File: src/design/swlm_pkg.sv
`default_nettype none

package swlm_pkg;

    localparam int SAMPLE_W = 16;
    localparam int CFG_W    = 5;

    localparam logic [CFG_W-1:0] WSIZE_RESET = 5'd3;

    typedef logic signed [SAMPLE_W-1:0] t_sample;

    typedef struct packed {
        logic del_le;
        logic cur_left;
    } t_link;

endpackage

`default_nettype wire

File: src/design/swlm_cell.sv
`default_nettype none

module swlm_cell #(
    parameter int AW = 4
) (
    input  wire                  i_clk,
    input  wire                  i_rst_n,
    input  wire                  i_shift,
    input  wire                  i_clear,
    input  swlm_pkg::t_sample    i_sample,
    input  wire                  i_full,
    input  wire [AW-1:0]         i_kmax,
    input  swlm_pkg::t_link      i_prev_link,
    input  wire                  i_prev_valid,
    input  swlm_pkg::t_sample    i_prev_value,
    input  wire [AW-1:0]         i_prev_age,
    input  wire                  i_next_left,
    input  wire                  i_next_valid,
    input  swlm_pkg::t_sample    i_next_value,
    input  wire [AW-1:0]         i_next_age,
    output swlm_pkg::t_link      o_link,
    output logic                 o_left,
    output logic                 o_valid,
    output swlm_pkg::t_sample    o_value,
    output logic [AW-1:0]        o_age,
    output swlm_pkg::t_sample    o_new_value
);
    import swlm_pkg::*;

    logic          r_valid;
    t_sample       r_value;
    logic [AW-1:0] r_age;
    logic          n_valid;
    t_sample       n_value;
    logic [AW-1:0] n_age;

    logic          del;
    logic          left;
    logic          dle;
    logic          c_valid;
    t_sample       c_value;
    logic [AW-1:0] c_age;
    logic          c_left;
    logic          p_valid;
    t_sample       p_value;
    logic [AW-1:0] p_age;

    always_comb begin
        del     = r_valid && i_full && (r_age == i_kmax);
        left    = r_valid && !del && (r_value <= i_sample);
        dle     = i_prev_link.del_le || del;
        c_valid = dle ? i_next_valid : r_valid;
        c_value = dle ? i_next_value : r_value;
        c_age   = dle ? i_next_age   : r_age;
        c_left  = dle ? i_next_left  : left;
        p_valid = i_prev_link.del_le ? r_valid : i_prev_valid;
        p_value = i_prev_link.del_le ? r_value : i_prev_value;
        p_age   = i_prev_link.del_le ? r_age   : i_prev_age;
        priority if (c_left) begin
            n_valid = c_valid;
            n_value = c_value;
            n_age   = c_age + AW'(1);
        end else if (i_prev_link.cur_left) begin
            n_valid = 1'b1;
            n_value = i_sample;
            n_age   = '0;
        end else begin
            n_valid = p_valid;
            n_value = p_value;
            n_age   = p_age + AW'(1);
        end
    end

    always_ff @(posedge i_clk) begin
        if (!i_rst_n || i_clear) begin
            r_valid <= 1'b0;
        end else if (i_shift) begin
            r_valid <= n_valid;
        end
    end

    always_ff @(posedge i_clk) begin
        if (i_shift) begin
            r_value <= n_value;
            r_age   <= n_age;
        end
    end

    assign o_link.del_le   = dle;
    assign o_link.cur_left = c_left;
    assign o_left          = left;
    assign o_valid         = r_valid;
    assign o_value         = r_value;
    assign o_age           = r_age;
    assign o_new_value     = n_value;

endmodule

`default_nettype wire

File: src/design/sliding_window_lower_median_core.sv
// Sliding-window lower median filter.
// Slave stream: i_s_tdata carries a signed 16-bit sample, i_s_tlast marks the
// last sample of a sequence. Master stream: o_m_tdata carries the lower median
// (sorted position (k-1)/2) of the last k samples, o_m_tlast is set when the
// median comes from a sequence's last sample.
// No word leaves until k samples have been taken since the window was last
// emptied; after that every sample yields one word. The window empties after
// a last sample and on every write of the window size (i_cfg_wen, i_cfg_wdata);
// a size of 0 acts as 1 and one above MAX_WINDOW acts as MAX_WINDOW.
// The window lives in a sorted row of MAX_WINDOW cells, each holding a sample
// and its age; a new sample drops the oldest and slots into place.
// A median word is valid in the cycle after its sample is accepted;
// throughput is one sample per cycle while the receiver takes each word.
// o_s_tready is high while the output register is empty or being taken, so a
// stalled receiver holds the word and the input stalls behind it.
// Reset (i_rst_n low, synchronous) empties the window, drops any pending word
// and sets the window size to 3.
`default_nettype none

module sliding_window_lower_median_core #(
    parameter int MAX_WINDOW = 16
) (
    input  wire                             i_clk,
    input  wire                             i_rst_n,
    input  wire                             i_s_tvalid,
    output logic                            o_s_tready,
    input  wire [15:0]                      i_s_tdata,   // [15:0] sample
    input  wire                             i_s_tlast,
    output logic                            o_m_tvalid,
    input  wire                             i_m_tready,
    output logic [15:0]                     o_m_tdata,   // [15:0] median
    output logic                            o_m_tlast,
    input  wire                             i_cfg_wen,
    input  wire [swlm_pkg::CFG_W-1:0]       i_cfg_wdata
);
    import swlm_pkg::*;

    localparam int AW = (MAX_WINDOW > 1) ? $clog2(MAX_WINDOW) : 1;
    localparam int KW = $clog2(MAX_WINDOW + 1);

    logic [CFG_W-1:0] r_wsize;
    logic [KW-1:0]    r_fill;
    logic [KW-1:0]    n_fill;
    logic             r_out_valid;
    t_sample          r_out_median;
    logic             r_out_last;

    logic             accept;
    logic             clear;
    logic             full;
    logic [KW-1:0]    k;
    logic [AW-1:0]    kmax;
    logic [AW-1:0]    mid;
    t_sample          sample;

    t_link            link   [MAX_WINDOW];
    logic             lefts  [MAX_WINDOW];
    logic             valids [MAX_WINDOW];
    t_sample          values [MAX_WINDOW];
    logic [AW-1:0]    ages   [MAX_WINDOW];
    t_sample          nvals  [MAX_WINDOW];

    assign sample     = t_sample'(i_s_tdata);
    assign o_s_tready = !r_out_valid || i_m_tready;
    assign accept     = i_s_tvalid && o_s_tready;
    assign clear      = i_cfg_wen || (accept && i_s_tlast);

    always_comb begin
        if (r_wsize == '0) begin
            k = KW'(1);
        end else if (32'(r_wsize) > 32'(MAX_WINDOW)) begin
            k = KW'(MAX_WINDOW);
        end else begin
            k = KW'(r_wsize);
        end
        kmax   = AW'(k - KW'(1));
        mid    = kmax >> 1;
        full   = (r_fill == k);
        n_fill = (r_fill < k) ? r_fill + KW'(1) : r_fill;
    end

    genvar g;
    generate
        for (g = 0; g < MAX_WINDOW; g++) begin : g_cell
            t_link         prev_link;
            logic          prev_valid;
            t_sample       prev_value;
            logic [AW-1:0] prev_age;
            logic          next_left;
            logic          next_valid;
            t_sample       next_value;
            logic [AW-1:0] next_age;

            if (g == 0) begin : g_head
                assign prev_link.del_le   = 1'b0;
                assign prev_link.cur_left = 1'b1;
                assign prev_valid         = 1'b0;
                assign prev_value         = '0;
                assign prev_age           = '0;
            end else begin : g_body
                assign prev_link  = link[g-1];
                assign prev_valid = valids[g-1];
                assign prev_value = values[g-1];
                assign prev_age   = ages[g-1];
            end

            if (g == MAX_WINDOW - 1) begin : g_tail
                assign next_left  = 1'b0;
                assign next_valid = 1'b0;
                assign next_value = '0;
                assign next_age   = '0;
            end else begin : g_inner
                assign next_left  = lefts[g+1];
                assign next_valid = valids[g+1];
                assign next_value = values[g+1];
                assign next_age   = ages[g+1];
            end

            swlm_cell #(
                .AW (AW)
            ) u_cell (
                .i_clk        (i_clk),
                .i_rst_n      (i_rst_n),
                .i_shift      (accept),
                .i_clear      (clear),
                .i_sample     (sample),
                .i_full       (full),
                .i_kmax       (kmax),
                .i_prev_link  (prev_link),
                .i_prev_valid (prev_valid),
                .i_prev_value (prev_value),
                .i_prev_age   (prev_age),
                .i_next_left  (next_left),
                .i_next_valid (next_valid),
                .i_next_value (next_value),
                .i_next_age   (next_age),
                .o_link       (link[g]),
                .o_left       (lefts[g]),
                .o_valid      (valids[g]),
                .o_value      (values[g]),
                .o_age        (ages[g]),
                .o_new_value  (nvals[g])
            );
        end
    endgenerate

    always_ff @(posedge i_clk) begin
        if (!i_rst_n) begin
            r_wsize <= WSIZE_RESET;
            r_fill  <= '0;
        end else begin
            if (i_cfg_wen) begin
                r_wsize <= i_cfg_wdata;
            end
            if (clear) begin
                r_fill <= '0;
            end else if (accept) begin
                r_fill <= n_fill;
            end
        end
    end

    always_ff @(posedge i_clk) begin
        if (!i_rst_n) begin
            r_out_valid <= 1'b0;
        end else if (accept) begin
            r_out_valid <= (n_fill == k);
        end else if (i_m_tready) begin
            r_out_valid <= 1'b0;
        end
    end

    always_ff @(posedge i_clk) begin
        if (accept) begin
            r_out_median <= nvals[mid];
            r_out_last   <= i_s_tlast;
        end
    end

    assign o_m_tvalid = r_out_valid;
    assign o_m_tdata  = r_out_median;
    assign o_m_tlast  = r_out_last;

endmodule

`default_nettype wire

File: config.mk
export PLATFORM = sky130hd
export DESIGN_NAME = sliding_window_lower_median_core
export DESIGN_NICKNAME = d
export VERILOG_FILES = /design/src/design/swlm_pkg.sv /design/src/design/swlm_cell.sv /design/src/design/sliding_window_lower_median_core.sv
export SDC_FILE = /design/constraint.sdc
export NUM_CORES = 1
export LEC_CHECK = 0
export ABC_AREA = 1
export BUFFER_PORTS_ARGS = -buffer_cell sky130_fd_sc_hd__buf_4
export CAP_MARGIN = 30
export CORE_AREA = 2 2 290 292
export CTS_CLUSTER_SIZE = 14
export DETAILED_ROUTE_END_ITERATION = 16
export DIE_AREA = 0 0 292 294
export GPL_TIMING_DRIVEN = 0
export PLACE_DENSITY_LB_ADDON = 0.05
export SLEW_MARGIN = 0
export SYNTH_ARGS = -nofsm -noshare
export SYNTH_HDL_FRONTEND = slang
export SYNTH_SLANG_ARGS = --single-unit
File: constraint.sdc
create_clock -name i_clk -period 27 [get_ports i_clk]
set_input_delay 2.7 -clock i_clk [delete_from_list [all_inputs] [get_ports i_clk]]
set_output_delay 2.7 -clock i_clk [all_outputs]
set_load 0.005 [all_outputs]
==> results, run 1 <==
- The flow ran to the end, and the final reports show no timing, DRC or antenna violations.
- The count of placed standard cells in the final layout, fillers left out is 5,415.
- The most used flip-flop cell after synthesis is sky130_fd_sc_hd__edfxtp_1.
- The area of the placeable core is 82,890 um^2.
- The fraction of final layout cells with drive strength greater than 1 is 6.120%.
- During placement, the flow inserted port buffers numbering 38.
- The layout overhead on the synthesized area is 12.07%.
- The final design instance area without fill is 33,990 um^2.
- The global-route wire length before repair is 185.5 mm.
- The worst setup path is of the in2reg kind.
- Per report_power, the sequential group accounts for 38.9% of the total.
- The width of the die is 292 um.
- The initialized floorplan defines 106 standard-cell rows.
- The number of pins exceeding their max-slew limit in the final report is 0.
- The TritonCTS buffer count is 49.
- Setup repair after global routing left no endpoint under its margin.
- The hold slack is 0.4968 ns.
- The largest single stage delay on the critical path is 0.95 ns.
- The final route contains 29,790 vias.
- The half-perimeter wire length of the detailed placement result is 95.66 mm.
- The peak supply drop is 49.35 uV.
- STA classifies the critical path startpoint as an input pin.
- The CTS tree is yes.
- For this design the total switching power over the nets is 632.5 uW.
- The final-report hold violation count was 0.
- The worst-case headroom to the max-slew limit is 27.16%.
- The top cell family by delay on the critical path is buffers and inverters.
- The post-route DRC violation count is 0.
- After clock tree synthesis, the repair step resized 0 gates.
- The number of instances in the synthesized netlist is 4,185.
- The insertion delay to the later sink of the worst-skew pair is 0.62 ns.
- In this run the worst hold path is classified as reg2reg.
- The number of optimization iterations in the first detailed-route pass is 5.
- The number of global-route vias before repair is 29,120.
- Routability-driven placement finished with a final weighted congestion of 0.8660.
- Together, buffers and inverters on the worst path number 4.
- The number of max-cap violations is 0.
- The area of combinational cells with multiple inputs is 17,110 um^2.
- The instance area after placement is 32,340 um^2.
- The count of flip-flops with a built-in enable after synthesis is 337.
- The slew at the pin closest to its max-slew limit is 1.093 ns.
- The effective utilization at floorplan is 36.59%.
- The number of fill cells is 8,812.
- The critical path goes through clkbuf_2 -> clkinv_2 -> ha_1 -> nand4_1 -> o221ai_1 -> nand2_1 -> nand2_1 -> nand2_1 -> nand3_1 -> nand4_1 -> nand2_1 -> clkbuf_1 -> clkbuf_1 -> a21oi_1 -> o21ai_0 -> nand2_1 -> nand2_1 -> nand2_1 -> a21oi_1 -> a21oi_1.
- The count of nets left with antenna violations once routing finished came out at 0.
- The maximum operating frequency is 127.1 MHz.
- The final design utilization is 41.00%.
- The vertical die dimension is 294 um.
- The number of nets in the layout is 4,596.
- In this run, synthesis produced a sequential element count of 364.
- In this run, the clock network consumes 37.0% of the power.
- The post-synthesis cell type with the largest combined area is sky130_fd_sc_hd__edfxtp_1.
- The number of setup buffers added after CTS is 0.
- The synthesized design devotes to its leading area cell type 33.37% of total area.
- The mean area per synthesized cell is 7.247 um^2.
- The cell-internal power is 1.227 mW.
- Counting every sink on the clock net gives 364.
- In this run, the combinational gates consume 24.1% of the power.
- At the worst endpoint, the required time is 27.32 ns.
- Of all nets on the critical path, the largest fanout is 24.
- The sequential-to-total area share from yosys stat is 35.15%.
- The root buffer selected by CTS is sky130_fd_sc_hd__clkbuf_16.
- Adding up every negative setup slack in the final design gives 0 ns.
- STA puts the critical path data arrival time at 8.19 ns.
- Global routing used 28.84% of the available tracks across all layers.
- The total number of H-tree levels is 2.
- The largest clock skew in the final design is 0.03641 ns.
- Of the total power, the share spent switching nets is 34.02%.
- Setup violations remaining at the end of the flow were counted as 0.
- By instance count, the cell type seen most on the critical path is sky130_fd_sc_hd__nand2_1.
- In the post-synthesis netlist, the biggest area contributors are sky130_fd_sc_hd__edfxtp_1, sky130_fd_sc_hd__nand2_1, sky130_fd_sc_hd__ha_1.
- The maximum number of pins on one net before global-route repair is 62.
- Yosys instantiated no cell more often than sky130_fd_sc_hd__nand2_1.
- The cell count after placement is 5,319.
- Counting flops with an async set or reset pin after synthesis yields a share of 0%.
- The number of antenna violations at the first check in global routing is 5.
- In the final routed layout, each cell accounts on average for 23.10 um.
- In this run the deepest clock path goes through 3 buffers.
- Prior to clock tree synthesis, the placed netlist has a worst setup slack of 18.66 ns.
- The die outline area is 85,850 um^2.
- The total I/O pin count is 46.
- The capturing element type of the critical path is a flip-flop.
- The leakage power is 14.99 nW.
- The register area is 10,660 um^2.
- The largest individual stage delay along the critical path comes from the cell sky130_fd_sc_hd__clkinv_2.
- After layout, the design draws a total of 1.859 mW.
- The post-CTS clock slew at the launch and capture registers of the worst setup and hold paths is 0.06 ns.
- Using the TritonRoute via totals, the vias-per-cell ratio works out to 5.501.
- The net count of the mapped netlist is 4,491.
- Hold repair after CTS inserted 0 buffers.
- The ratio of final minimum period to clock period is 29.15%.
- Yosys mapped the design onto 62 distinct sky130hd cell types.
- By count the netlist is led by sky130_fd_sc_hd__nand2_1, sky130_fd_sc_hd__o21ai_0, sky130_fd_sc_hd__inv_1.
- The final worst setup slack is 19.13 ns.
- The minimum clock period is 7.871 ns.
- The violation count after the first detailed-routing iteration is 2,607.
- The number of warning messages in the yosys log is 0.
- In this run the power density over the cells is 54.70 nW/um^2.
- After global routing the overflow that remains totals 0.
- The routed design has 125.1 mm of wire.
- The summed instance area of the synthesized netlist is 30,330 um^2.
-- worst register-to-register path, stage by stage (launching register included) --
cell	delay, ns
sky130_fd_sc_hd__dfxtp_1	0.36
sky130_fd_sc_hd__nor2_2	0.16
sky130_fd_sc_hd__nand3_1	0.19
sky130_fd_sc_hd__nand2_1	0.33
sky130_fd_sc_hd__buf_1	0.61
sky130_fd_sc_hd__ha_1	0.38
sky130_fd_sc_hd__nand2_1	0.26
sky130_fd_sc_hd__clkbuf_1	0.66
sky130_fd_sc_hd__nor3_1	0.15
sky130_fd_sc_hd__nand3_1	0.12
sky130_fd_sc_hd__nand2_1	0.08
sky130_fd_sc_hd__nor2_1	0.30
sky130_fd_sc_hd__nand3_1	0.15
sky130_fd_sc_hd__nand2_1	0.16
sky130_fd_sc_hd__clkbuf_1	0.44
sky130_fd_sc_hd__clkbuf_1	0.46
sky130_fd_sc_hd__a21oi_1	0.08
sky130_fd_sc_hd__o21ai_0	0.12
sky130_fd_sc_hd__nand2_1	0.11
sky130_fd_sc_hd__nand2_1	0.07
sky130_fd_sc_hd__nand2_1	0.06
sky130_fd_sc_hd__a21oi_1	0.43
sky130_fd_sc_hd__a21oi_1	0.19
-- power by group through the flow --
| stage | clock (mW) | combinational, mW | sequential [mW] |
|---|---|---|---|
| floorplan | 0 | 0.279 | 0.730 |
| global placement | 0 | 0.434 | 0.755 |
| detailed placement | 0 | 0.443 | 0.735 |
| CTS | 0.699 | 0.445 | 0.724 |
| global route | 0.720 | 0.499 | 0.729 |
| finish | 0.688 | 0.448 | 0.724 |
-- sequential cells by signal (all words and copies together), names as in the netlist --
signal and flops:
o_m_tdata 16, g_cell.u_cell.o_value 256, o_m_tlast 1, r_fill 5, r_wsize 5, o_m_tvalid 1, g_cell.u_cell.o_age 64, g_cell.u_cell.o_valid 16
-- layout make-up --
cell class              count  share of cell area (%)
multi-input cells        3160                   50.33
diodes                      5                 0.03681
clock inverters            21                  0.6663
plain buffers             207                   2.551
inverters                 454                   5.051
clock buffers              70                   4.134
repair buffers             54                   1.889
well taps                1080                   3.976
flip-flops and latches    364                   31.36
-- metal layers --
layer,vias to the layer above,wire [um],GRT usage (%)
met5,-,13,0
met4,2,4306,9.492
met3,206,7495,3.588
met2,899,58830,49.54
met1,14170,54450,37.49
li1,14510,-,-
-- path summary, 6_finish.rpt --
check | startpoint | to | slack, ns | cells after the start
max | i_s_tdata[6] | o_m_tdata[14] | 19.13 | 20
min | g_cell[6].u_cell.o_valid | g_cell[6].u_cell.o_valid | 0.50 | 2
max reg2reg | r_wsize[2] | o_m_tdata[14] | 20.85 | 22
min reg2reg | g_cell[6].u_cell.o_valid | g_cell[6].u_cell.o_valid | 0.50 | 2
-- cells by family after synthesis --
kind of cell | share of synthesized area [%]
muxes | 0.6188
AOI/OAI and AO/OA | 18.88
DFF | 35.15
buffers and inverters | 8.445
and+or+nand+nor | 23.58
adders and majority gates | 11.51
xor gates and xnor gates | 1.819
-- cells in the final DEF, fill, tap and decap left out, types with 33 or more instances in the layout --
cell type,n
sky130_fd_sc_hd__xor2_1,52
sky130_fd_sc_hd__inv_1,430
sky130_fd_sc_hd__o21ai_1,45
sky130_fd_sc_hd__nand3_1,189
sky130_fd_sc_hd__buf_2,48
sky130_fd_sc_hd__clkbuf_1,143
sky130_fd_sc_hd__ha_1,279
sky130_fd_sc_hd__o22ai_1,65
sky130_fd_sc_hd__o211ai_1,33
sky130_fd_sc_hd__edfxtp_1,337
sky130_fd_sc_hd__nand2_1,1201
sky130_fd_sc_hd__buf_4,42
sky130_fd_sc_hd__nor2_1,223
sky130_fd_sc_hd__nand4_1,39
sky130_fd_sc_hd__a21oi_1,271
sky130_fd_sc_hd__clkbuf_16,49
sky130_fd_sc_hd__o21ai_0,570
No activity file was read; power rests on OpenSTA's default activity.
==> inputs of run 2 (changes only) <==
==> constraint.sdc (replaced) <==
create_clock -name i_clk -period 6.9 [get_ports i_clk]
set_input_delay 0.69 -clock i_clk [delete_from_list [all_inputs] [get_ports i_clk]]
set_output_delay 0.69 -clock i_clk [all_outputs]
set_load 0.005 [all_outputs]
==> run 2 against run 1 <==
Net effect:
- utilization fell by 0.063 points
- clock power grew to 3.9 times the previous value
- routed wire length down 0.35%
- count of clock-buffer cells in the layout down 9
- critical path type is now reg2reg
==> results, run 2 (synthesis results as in run 1) <==
- TritonCTS built the clock tree.
- The area of the placeable core is 82,890 um^2 (unchanged).
- The number of antenna violations at the first check in global routing is 7 (+2).
- The relative contribution of sequential cells to total power is 39.0% (about the same).
- The clock network fraction of total power was 37.1% (about the same).
- The total via count in the routed design is 29,930 (+0.48%).
- The power after layout is 7.274 mW (+290%).
- The proportion of power drawn by combinational gates is 24.0% (about the same).
- The number of gates resized after CTS is 0 (unchanged).
- The number of flip-flops in the largest register was 256 (unchanged).
- The cell count after placement is 5,317 (-0.038%).
- The total of buffers placed on input and output ports was 38 (unchanged).
- The startpoint-to-endpoint class of the critical path is reg2reg.
- The routed wire length per instance is 23.05 um (-0.24%).
- The met2 layer usage reported by global route is 48.21% (-1.3 points).
- In the layout the commonest cells are sky130_fd_sc_hd__nand2_1, sky130_fd_sc_hd__o21ai_0, sky130_fd_sc_hd__inv_1, sky130_fd_sc_hd__edfxtp_1, sky130_fd_sc_hd__ha_1.
- The instance area after placement is 32,290 um^2 (-0.17%).
- The register-to-register path setup slack is 0.77 ns (-20.08 ns).
- The cell-internal power is 4.803 mW (+290%).
- The total number of H-tree levels is 2 (unchanged).
- The count of placed standard cells in the final layout, fillers left out is 5,409 (-0.11%).
- The fraction of final layout cells with drive strength greater than 1 came to 5.960% (-0.16 points).
- The violation count after the first detailed-routing iteration is 2,394 (-8.2%).
- The leakage power was 14.96 nW (-0.18%).
- The maximum number of pins on one net before global-route repair is 86 (+39%).
- The TritonCTS buffer count is 50 (+2.0%).
- The final-report hold violation count is 0 (unchanged).
- The worst-case clock buffer depth is 3 (unchanged).
- The global-route wire length before repair is 184.0 mm (-0.80%).
- The endpoint required time on the critical path was 7.24 ns (-20.08 ns).
- The final number of setup-violating endpoints is 0 (unchanged).
- The number of standard-cell rows in the floorplan was 106 (unchanged).
- The routed wire length came to 124.7 mm (-0.35%).
- The hold path depth is 1 (-1).
- The hold buffer count at CTS was 0 (unchanged).
- The remaining global-route overflow is 0 (unchanged).
- The insertion delay to the later sink of the worst-skew pair is 0.63 ns (about the same).
- The peak supply drop came to 201.6 uV (+310%).
- STA classifies the critical path endpoint as a flip-flop.
- The run finished with clean final reports.
- The half-perimeter wire length of the detailed placement result was 95.24 mm (-0.44%).
- The die outline area is 85,850 um^2 (unchanged).
- The global placer's final weighted congestion was 0.8892 (+2.7%).
- The antenna cell count was 0 (-5).
- The number of max-cap violations came to 0 (unchanged).
- The post-route DRC violation count came to 0 (unchanged).
- The maximum operating frequency is 163.2 MHz.
- In this run the most used layer during global routing was met2.
- The post-CTS clock slew at the launch and capture registers of the worst setup and hold paths was 0.06 ns (about the same).
- The endpoint identified for the worst register-to-register timing path is o_m_tdata[7].
- The largest clock skew in the final design was 0.02234 ns (-0.01407 ns).
- The peak fanout along the critical path is 10 (-58%).
- The number of pins exceeding their max-slew limit in the final report is 0 (unchanged).
- The path class of the tightest hold or removal check is in2reg.
- The register area is 10,660 um^2 (unchanged).
- The effective utilization at floorplan is 36.59% (unchanged).
- The category of the worst setup path launch point is a flip-flop.
- The vertical die dimension is 294 um (unchanged).
- The width of the die is 292 um (unchanged).
- The number of nets in the layout is 4,595 (-0.022%).
- The number of fill cells was 8,910 (+1.1%).
- The hold path startpoint is i_s_tlast.
- The area of combinational cells with multiple inputs is 17,110 um^2 (unchanged).
- The post-detailed-route via-to-cell ratio came to 5.533 (+0.59%).
- The worst-case headroom to the max-slew limit is 31.08% (+3.9 points).
- The total clock sinks is 364 (unchanged).
- The final design utilization is 40.94% (-0.063 points).
- Setup repair after global routing left no endpoint under its margin.
- The met1 capacity usage during global routing came to 37.88% (+0.39 points).
- The total I/O pin count is 46 (unchanged).
- The overall fraction of global-route tracks in use is 28.66% (-0.18 points).
- The number of global-route vias before repair is 29,100 (-0.062%).
- The endpoint with the worst hold slack is o_m_tlast.
- The minimum clock period is 6.126 ns.
- The switching power total is 2.471 mW (+290%).
- The root buffer selected by CTS is sky130_fd_sc_hd__clkbuf_16.
- The number of nets with antenna violations after detailed routing is 0 (unchanged).
- The slew at the pin closest to its max-slew limit was 1.034 ns (-0.05883 ns).
- The library cell used most frequently in the layout, excluding fill and tap cells, is sky130_fd_sc_hd__nand2_1.
- The switching portion of total power was 33.97% (-0.047 points).
- The data arrival time of the worst path is 6.46 ns (-1.73 ns).
- The number of optimization iterations in the first detailed-route pass is 5 (unchanged).
- The total power divided by cell area is 214.4 nW/um^2 (+290%).
- The global-route met3 utilization is 2.742% (-0.85 points).
- The depth of the most critical reg-to-reg path is 22 (unchanged).
- The final design instance area without fill is 33,940 um^2 (-0.15%).
- The layout overhead on the synthesized area is 11.89%.
- Dividing the final minimum period by the clock period gives 88.79%.
- The launch instance of the worst register-to-register path is r_wsize[2].
- The post-CTS repair timing setup buffer count is 0 (unchanged).
## run 2: cell count changes in the layout (fill, tap and decap cells not counted), sizes merged
cell	before	now
bufinv	4	5
clkbuf	209	200
buf	122	120
clkinv	27	39
diode	5	0
inv	443	440
## run 2: worst max path at each step
stage                       startpoint                         end  slack [ns]  cells past startpoint
after floorplan             i_m_tready    g_cell[1].u_cell.o_valid        0.97                      7
after global placement      i_m_tready    g_cell[1].u_cell.o_valid       -2.55                      8
after detailed placement  i_s_tdata[6]               o_m_tdata[10]        0.61                     20
after CTS                   r_wsize[2]  g_cell[14].u_cell.o_age[2]        0.74                     22
after global routing        r_wsize[2]  g_cell[14].u_cell.o_age[2]        0.37                     22
final                       r_wsize[2]                o_m_tdata[7]        0.77                     22
## run 2: critical path, stage by stage, from the launching register on
cell and delay [ns]:
sky130_fd_sc_hd__dfxtp_1 0.36, sky130_fd_sc_hd__nor2_2 0.17, sky130_fd_sc_hd__nand3_1 0.18, sky130_fd_sc_hd__nand2_1 0.33, sky130_fd_sc_hd__buf_1 0.63, sky130_fd_sc_hd__ha_1 0.36
sky130_fd_sc_hd__nand2_1 0.28, sky130_fd_sc_hd__clkbuf_1 0.60, sky130_fd_sc_hd__nor3_1 0.14, sky130_fd_sc_hd__nand3_1 0.11, sky130_fd_sc_hd__nand2_1 0.08, sky130_fd_sc_hd__nor2_1 0.32
sky130_fd_sc_hd__nand3_1 0.12, sky130_fd_sc_hd__nand2_1 0.15, sky130_fd_sc_hd__clkbuf_1 0.46, sky130_fd_sc_hd__clkbuf_1 0.46, sky130_fd_sc_hd__a21oi_1 0.08, sky130_fd_sc_hd__o21ai_0 0.14
sky130_fd_sc_hd__nand2_1 0.11, sky130_fd_sc_hd__nand2_1 0.07, sky130_fd_sc_hd__nand2_1 0.06, sky130_fd_sc_hd__a21oi_1 0.50, sky130_fd_sc_hd__a21oi_1 0.11
## run 2: area by class of cell
class	instances	share of cell area (%)
multi-input cells	3160	50.41
plain buffers	207	2.570
well taps	1080	3.982
clock buffers	61	3.989
inverters	454	5.062
repair buffers	52	1.714
flip-flops and latches	364	31.41
clock inverters	31	0.8591
## run 2: through the flow
stage	TNS, ns	hold slack (ns)	worst slack (ns)
after global routing	0	0.2472	0.3717
after floorplan	0	0.4471	0.9653
after global placement	-941.72	0.4773	-2.549
after detailed placement	0	0.4732	0.6050
final	0	0.2625	0.7736
after CTS	0	0.2351	0.7406
## run 2: power groups by stage
stage / combinational, mW / sequential, mW / clock [mW]
after CTS: 1.73 / 2.83 / 2.74
after global placement: 1.69 / 2.92 / 0
after floorplan: 1.09 / 2.83 / 0
final: 1.74 / 2.83 / 2.70
after global routing: 1.94 / 2.85 / 2.82
after detailed placement: 1.72 / 2.88 / 0
## run 2: per-layer routing
layer,part of all wire (%),wire [um],vias to the layer above
met5,0,0,-
met3,5.6,6991,225
li1,-,-,14510
met4,4.3,5311,0
met2,46,57570,968
met1,44,54780,14220
